--- src/rtl/qph_pkg.sv ---
// Shared types and constants of the quadratic-probe hash table.
`timescale 1ns / 1ps
`default_nettype none

package qph_pkg;

    // Fixed widths of the item fields and the size register
    localparam int unsigned MODE_W  = 1;
    localparam int unsigned KEYIN_W = 20;
    localparam int unsigned CFG_W   = 14;
    localparam int unsigned COUNT_W = 14;
    localparam int unsigned SLOT_W  = 13;

    // Size register reset value and lower clamp
    localparam logic [CFG_W-1:0] TABLE_SIZE_RESET = 14'd8191;
    localparam int unsigned      MIN_SIZE         = 2;

    // Key bits consumed per cycle by the remainder unit
    localparam int unsigned MOD_BITS = 4;

    // Operation codes of an input item
    typedef enum logic [MODE_W-1:0] {
        MODE_INSERT = 1'b0,
        MODE_SEARCH = 1'b1
    } t_mode;

    // Result status codes
    typedef enum logic [1:0] {
        ST_INSERTED  = 2'd0,
        ST_FULL      = 2'd1,
        ST_FOUND     = 2'd2,
        ST_NOT_FOUND = 2'd3
    } t_status;

    // Outcome chosen by the controller when a result is loaded
    typedef enum logic [2:0] {
        RK_INS_OK     = 3'd0,
        RK_INS_FAIL   = 3'd1,
        RK_FOUND      = 3'd2,
        RK_MISS_EMPTY = 3'd3,
        RK_MISS_ALL   = 3'd4,
        RK_MISS_ZERO  = 3'd5
    } t_res_kind;

    typedef struct packed {
        t_mode                mode;
        logic [KEYIN_W-1:0]   key_value;
    } t_in_item;

    typedef struct packed {
        t_status              status;
        logic [COUNT_W-1:0]   probe_count;
        logic [SLOT_W-1:0]    slot_index;
    } t_out_item;

    // Controller to datapath
    typedef struct packed {
        logic      clear;
        logic      accept;
        logic      probe_init;
        logic      probe_run;
        logic      ins_write;
        logic      res_load;
        t_res_kind res_kind;
    } t_cmd;

    // Datapath to controller
    typedef struct packed {
        logic clr_last;
        logic in_key_zero;
        logic in_search;
        logic mod_done;
        logic chk_valid;
        logic chk_hit;
        logic chk_found;
        logic chk_last;
        logic search;
    } t_stat;

endpackage

`default_nettype wire

--- src/rtl/qph_ctrl.sv ---
// Controller: clearing pass, item sequencing and result strobe.
`timescale 1ns / 1ps
`default_nettype none

module qph_ctrl (
    input  wire logic           i_clk,
    input  wire logic           i_rst_n,
    input  wire logic           start,
    output logic                busy,
    input  wire qph_pkg::t_stat i_stat,
    output qph_pkg::t_cmd       o_cmd,
    output logic                o_strobe
);

    import qph_pkg::*;

    typedef enum logic [3:0] {
        S_CLEAR = 4'b0001,
        S_IDLE  = 4'b0010,
        S_MOD   = 4'b0100,
        S_PROBE = 4'b1000
    } t_state;

    t_state r_state;
    t_state n_state;
    logic   r_strobe;

    // Next state and commands
    always_comb begin
        n_state        = r_state;
        o_cmd          = '0;
        o_cmd.res_kind = RK_INS_FAIL;
        unique case (r_state)
            S_CLEAR: begin
                o_cmd.clear = 1'b1;
                if (i_stat.clr_last) begin
                    n_state = S_IDLE;
                end
            end
            S_IDLE: begin
                if (start) begin
                    if (i_stat.in_key_zero) begin
                        // zero key is answered at once
                        o_cmd.res_load = 1'b1;
                        o_cmd.res_kind = i_stat.in_search ? RK_MISS_ZERO : RK_INS_FAIL;
                    end else begin
                        o_cmd.accept = 1'b1;
                        n_state      = S_MOD;
                    end
                end
            end
            S_MOD: begin
                if (i_stat.mod_done) begin
                    o_cmd.probe_init = 1'b1;
                    n_state          = S_PROBE;
                end
            end
            S_PROBE: begin
                if (i_stat.chk_valid && i_stat.chk_hit) begin
                    o_cmd.res_load = 1'b1;
                    if (i_stat.search) begin
                        o_cmd.res_kind = i_stat.chk_found ? RK_FOUND : RK_MISS_EMPTY;
                    end else begin
                        o_cmd.res_kind  = RK_INS_OK;
                        o_cmd.ins_write = 1'b1;
                    end
                    n_state = S_IDLE;
                end else if (i_stat.chk_valid && i_stat.chk_last) begin
                    o_cmd.res_load = 1'b1;
                    o_cmd.res_kind = i_stat.search ? RK_MISS_ALL : RK_INS_FAIL;
                    n_state        = S_IDLE;
                end else begin
                    o_cmd.probe_run = 1'b1;
                end
            end
            default: begin
                n_state = S_IDLE;
            end
        endcase
    end

    // State and strobe registers
    always_ff @(posedge i_clk) begin
        if (!i_rst_n) begin
            r_state  <= S_CLEAR;
            r_strobe <= 1'b0;
        end else begin
            r_state  <= n_state;
            r_strobe <= o_cmd.res_load;
        end
    end

    assign busy     = (r_state != S_IDLE);
    assign o_strobe = r_strobe;

endmodule

`default_nettype wire

--- config.mk ---
export PLATFORM = sky130hd
export DESIGN_NAME = qph_ctrl
export DESIGN_NICKNAME = d
export VERILOG_FILES = /design/src/rtl/qph_pkg.sv /design/src/rtl/qph_ctrl.sv
export SDC_FILE = /design/constraint.sdc
export NUM_CORES = 1
export LEC_CHECK = 0
export BUFFER_PORTS_ARGS = -buffer_cell sky130_fd_sc_hd__buf_4
export CORE_MARGIN = 2
export CORE_UTILIZATION = 26
export DETAILED_ROUTE_END_ITERATION = 7
export SYNTH_ARGS = -nofsm -noshare
export SYNTH_HDL_FRONTEND = slang
export SYNTH_SLANG_ARGS = --single-unit
--- constraint.sdc ---
create_clock -name i_clk -period 1.5 [get_ports i_clk]
set_clock_uncertainty 0.2 [all_clocks]
set_input_delay 0.075 -clock i_clk [delete_from_list [all_inputs] [get_ports i_clk]]
set_output_delay 0.075 -clock i_clk [all_outputs]
set_load 0.03 [all_outputs]
==> metrics, run 1 <==
outcome complete, but fails checks; failing checks negative setup slack; fin crit share 114%; Num CTS Buffers 3; Final Setup Violations 12; die width 42.8 µm; Routed WL 1.36 mm; post-place instance area ~650 µm²; Post-Syn Instances 48; Hold Crit Class input pin to flip-flop; Clk network pwr share 30.7%; core footprint between 1000 and 1500 µm²; Starting DRT DRC Count 3; H-tree depth 1; Via Count 502; switching pwr between 150 and 200 µW; Multi-input gate area between 300 and 400 µm²; Total Nets Final 99; clock sinks 5; initial core utilization 28.9%; share of total power in combinational logic 39.2%; Overflow after GRT 0; initial antenna violation count 0; Peak VDD IR around 0.29 mV; Mapped Avg Cell Area about 8.1 µm²; end of the critical path o_cmd[0]; GRT Overall Usage roughly 15%; Reg2Reg Setup Slack -0.14 ns; power share of the sequential group roughly 30%; final worst slack -0.206 ns; via/cell ratio between 4 and 5; Cells after DPL 90; Critical Path Start Type flip-flop; first-pass GRT wire length slightly above 2 mm; final worst path period need about 1.7 ns; sequential fraction of the synthesis area roughly a quarter; Worst Hold Margin ~0.017 ns; internal power 353 µW; Die Area about 1800 µm²; Crit Path Max Fanout 6; number of distinct library cells after synthesis 23; Finished Cell Area 846 µm²; Worst Path Required ~1.2 ns; Avg WL per Cell around 14 µm; largest net degree at the start of global routing 8; GP Congestion about 0.76; Syn Nets 60; crit end category primary output; row count 13; hpwl dp 882 µm; pins over their slew limit 0; synthesis-stage register bit count 5; Setup CP Type flip-flop to primary output; root buffer cell clkbuf_4; Filler Cells Inserted around 120; max cap viols 0; Cell Pwr Density ~630 nW/µm²; R2R cell count 6; Clock Latency Late Sink ~0.25 ns; Arr. time, crit path 1.43 ns; die height roughly 43 µm; Reg2Reg Launch Point r_state[2]$_SDFFE_PN0P_; switching share of power between 30% and 40%; share of cells above drive strength 1 between 60% and 70%; FF/Latch Area 113 µm²; area grow syn2layout 117%; Worst-path clk slew roughly 0.04 ns; Slew headroom 70.7%; vias in the first global route approximately 460; f_max approximately 0.59 GHz; RSZ-0062 raised after global routing yes; worst r2r dst r_state[2]$_SDFFE_PN0P_; Worst Tran Pin Value 0.435 ns; IO Pins 23; Fin. Hold Viols 0; DRC 0; fin cells 101; Pre-antenna DRT Iters 4; port bufs 22; Mapped Area 390 µm²; YS warnings 0; CP startpoint r_state[2]$_SDFFE_PN0P_; Detail Route Antenna Nets 0; CTS Buffer Depth 2; leakage 0.000370 µW; antenna cells 0; CTS tree yes
==> area by class of cell <==
cell class,instances,area share [%]
inverters,6,2.96
well taps,15,2.22
clock buffers,4,3.11
multi-input cells,36,42.3
flip-flops and latches,5,13.3
repair buffers,35,36.1
==> power by group through the flow <==
stage / Sequential (µW) / Combinational (µW) / Clock [µW]
detailed placement: 164 / 147 / 0
finish: 160 / 208 / 163
floorplan: 160 / 87.1 / 0
global route: 161 / 221 / 170
global placement: 165 / 144 / 0
CTS: 160 / 195 / 163
==> routing by layer <==
layer / up-vias / GRT usage (%) / share of wire [%]
met5: - / 0 / 0
met4: 0 / 3.75 / 1.3
met3: 2 / 5.96 / 8.9
met1: 230 / 16.0 / 34
met2: 24 / 26.7 / 55
li1: 246 / - / -
==> cells in the mapped netlist <==
master    n  area, µm²
mux2i_1   2       20.0
a21boi_1  1       7.51
o21ai_1   1       5.00
o21ai_0   2       10.0
and2_1    2       12.5
o22ai_1   1       6.26
nor3b_1   2       15.0
nand3b_1  1       7.51
nor3_1    1       5.00
nand2_1   7       26.3
xnor2_1   1       8.76
nand2b_1  1       6.26
nor4b_1   2       17.5
dfxtp_1   5        100
o311ai_0  1       8.76
buf_4     1       7.51
nor4b_4   2       47.6
inv_1     6       22.5
nor2_1    3       11.3
a21o_1    1       7.51
o21ai_2   2       17.5
nand3_2   1       10.0
nand3_1   2       10.0
==> registers in the layout, indices dropped and copies added, names as in the netlist <==
name      cells
o_strobe      1
r_state       4
==> per-stage QoR <==
stage | worst slack (ns) | util [%] | total power, µW | TNS [ns]
finish | -0.206 | 62.7 | 531 | -1.73
global placement | 0.0214 | 48.2 | 309 | 0
global route | -0.304 | 62.7 | 552 | -2.67
floorplan | -0.0755 | - | 247 | -0.0984
detailed placement | 0.00397 | 48.2 | 311 | 0
CTS | -0.193 | 60.7 | 517 | -1.58
==> worst min path at each step <==
stage,endpoint,start,slack (ns),cells after the start
4_1_cts,r_state[3]$_SDFFE_PN0P_,i_stat[7],0.02,4
5_1_grt,r_state[2]$_SDFFE_PN0P_,i_stat[7],0.04,4
3_3_place_gp,r_state[0]$_SDFFE_PN1P_,i_rst_n,0.09,2
2_1_floorplan,r_state[0]$_SDFFE_PN1P_,i_rst_n,-0.06,1
3_5_place_dp,r_state[0]$_SDFFE_PN1P_,i_rst_n,0.1,2
6_report,r_state[3]$_SDFFE_PN0P_,i_stat[7],0.02,4
==> worst max-delay path: stages (launching register included) <==
cell	delay, ns
dfxtp_4	0.36
nor4b_4	0.38
nand2_1	0.13
a21o_1	0.18
buf_6	0.13
==> what timing repair did <==
item,CTS,global route
endpoints found under the setup margin,13,13
buffers inserted,4,1
gates resized for setup,23,5
hold buffers,2,0
pin swaps,8,5
endpoints found under the hold margin,5,0
==> placed cells by master, fill, tap and decap left out, types with 3 or more instances in the layout <==
cell type  netlist  layout
buf_6            0      10
dfxtp_4          0       3
nand2_1          7       6
inv_1            6       4
clkbuf_4         0       3
buf_4            1      23
nor4b_4          2       3
==> cells by family after synthesis <==
kind of cell | count (synthesis) | synth area share [%]
AO/OA/AOI/OAI | 9 | 16.0
XOR/XNOR | 1 | 2.24
buffers and inverters | 7 | 7.69
flip-flops | 5 | 25.6
multiplexers | 2 | 5.13
AND/OR/NAND/NOR | 24 | 43.3
No activity file was read; power rests on OpenSTA's default activity.
==> inputs of run 2 (changes only) <==
Settings changed: SETUP_SLACK_MARGIN from default to 0.2.
==> metrics, run 2 (synthesis gave the netlist of run 1 again) <==
H-tree depth 1; pre-CTS setup slack -0.0566 ns; Final Util 65.3%; area grow syn2layout 126%; Cells after DPL 91; Die Area between 1500 and 2000 µm²; Avg WL per Cell between 10 and 15 µm; Arr. time, crit path approximately 1.4 ns; GP Congestion 0.763; IO Pins 23; f_max just under 0.6 GHz; hold_sp i_stat[7]; crit-path cells nor4b_4, nand3_2, o22ai_4, buf_6; pins over their slew limit 0; die height roughly 43 µm; failing checks negative hold slack, negative setup slack; clock sinks 5; DRC 0; CP startpoint r_state[3]$_SDFFE_PN0P_; CTS tree yes; Clk network pwr share between 20 and 30%; met2 GRT Util around a fifth; Starting DRT DRC Count 12; internal power 356 µW; initial antenna violation count 0; Clock Latency Late Sink between 0.2 and 0.25 ns; core footprint between 1000 and 1500 µm²; Total Nets Final 101; Final Setup Violations 12; Pwr Total roughly 520 µW; most common cell after layout, fill and taps aside buf_4; Filler Cells Inserted between 100 and 150; initial core utilization between 20% and 30%; first-pass GRT wire length 1.81 mm; Critical Path Start Type flip-flop; Reg2Reg Setup Slack -0.06 ns; hpwl dp 842 µm; Post-CTS Hold Buffers 2; R2R cell count 6; GR Layer Usage met1 between 10% and 20%; Worst Path Required around 1.2 ns; Largest register FFs 4; power share of the sequential group 30.1%; Setup CP Type flip-flop to primary output; outcome complete, but fails checks; GRT Overall Usage a little over an eighth; Via Count around 500; antenna cells 0; max cap viols 0; root buffer cell clkbuf_4; M3 GR Usage roughly 5.1%; port bufs 22; slowest stage delay, CP approximately 0.36 ns; global route hottest layer met2; via/cell ratio a little under 5; Worst Hold Margin -0.0289 ns; vias in the first global route ~450; end of the critical path o_cmd[2]; largest net degree at the start of global routing 8; Detail Route Antenna Nets 0; setup_tns -1.51 ns; Crit Path Max Fanout 6; Top reg by flops r_state; Worst-path clk slew approximately 0.04 ns; Slew headroom between 70 and 80%; row count 13; switching share of power a little under a third; share of cells above drive strength 1 a little over two thirds; Routed WL around 1.1 mm; crit end category primary output; Num CTS Buffers 3; final worst path period need 1.71 ns; CTS Buffer Depth 2; share of total power in combinational logic ~41%; CP max stage cell dfxtp_4; Fin. Hold Viols 1; Reg2Reg Launch Point r_state[3]$_SDFFE_PN0P_; worst r2r dst r_state[3]$_SDFFE_PN0P_; switching pwr between 150 and 200 µW; Cell Pwr Density 591 nW/µm²; fin cells between 100 and 150; Peak VDD IR approximately 0.43 mV; RSZ-0062 raised after global routing yes; leakage between 0.0003 and 0.0004 µW; Hold Crit Class input pin to flip-flop; most frequent cells in the layout buf_4, buf_6, nand2_1; Worst Tran Pin Value 0.336 ns; die width roughly 43 µm; Overflow after GRT 0; Pre-antenna DRT Iters 3; final worst slack -0.207 ns; fin crit share 114%
run 2: metrics by stage:
stage                     area [µm²]  hold WS (ns)
after floorplan                  474       -0.0631
after detailed placement         699        0.0996
after global placement           699         0.100
after global routing             882       -0.0209
final                            882       -0.0289
after CTS                        846       -0.0324
run 2: critical path: cells and delay by family (launching register included):
kind | cells | cell delay (ns)
compound gates | 1 | 0.19
buf+inv | 1 | 0.15
flops | 1 | 0.36
simple gates | 2 | 0.50
run 2: layer usage:
| metal | vias up | share of wire [%] |
|---|---|---|
| met5 | - | 0 |
| met3 | 2 | 3.2 |
| li1 | 249 | - |
| met4 | 0 | 1.4 |
| met2 | 9 | 53 |
| met1 | 238 | 43 |
run 2: timing repair:
action | 4_1_cts | 5_1_grt
pin swaps | 11 | 6
endpoints found under the setup margin | 14 | 15
endpoints found under the hold margin | 5 | 1
setup buffers | 4 | 2
resized for setup | 19 | 4
run 2: worst min-delay path by stage:
stage | slack, ns | cells past startpoint | to
after detailed placement | 0.1 | 2 | r_state[0]$_SDFFE_PN1P_
after CTS | -0.03 | 3 | r_state[1]$_SDFFE_PN0P_
after floorplan | -0.06 | 1 | r_state[0]$_SDFFE_PN1P_
after global routing | -0.02 | 3 | r_state[1]$_SDFFE_PN0P_
final | -0.03 | 3 | r_state[1]$_SDFFE_PN0P_
after global placement | 0.10 | 2 | r_state[0]$_SDFFE_PN1P_
run 2: layout make-up:
| cell class | count | area (µm²) | area share (%) |
|---|---|---|---|
| timing repair buffer | 37 | 324 | 36.7 |
| inverter | 6 | 25.0 | 2.84 |
| sequential | 5 | 113 | 12.8 |
| multi-input combinational | 36 | 375 | 42.6 |
| tap | 15 | 18.8 | 2.13 |
| clock buffer | 4 | 26.3 | 2.98 |
run 2: power by group through the flow:
stage,clock network (µW),logic [µW],registers (µW)
after global routing,169,226,158
after detailed placement,0,162,161
after global placement,0,164,161
after floorplan,0,93.5,162
final,153,211,157
after CTS,161,198,157
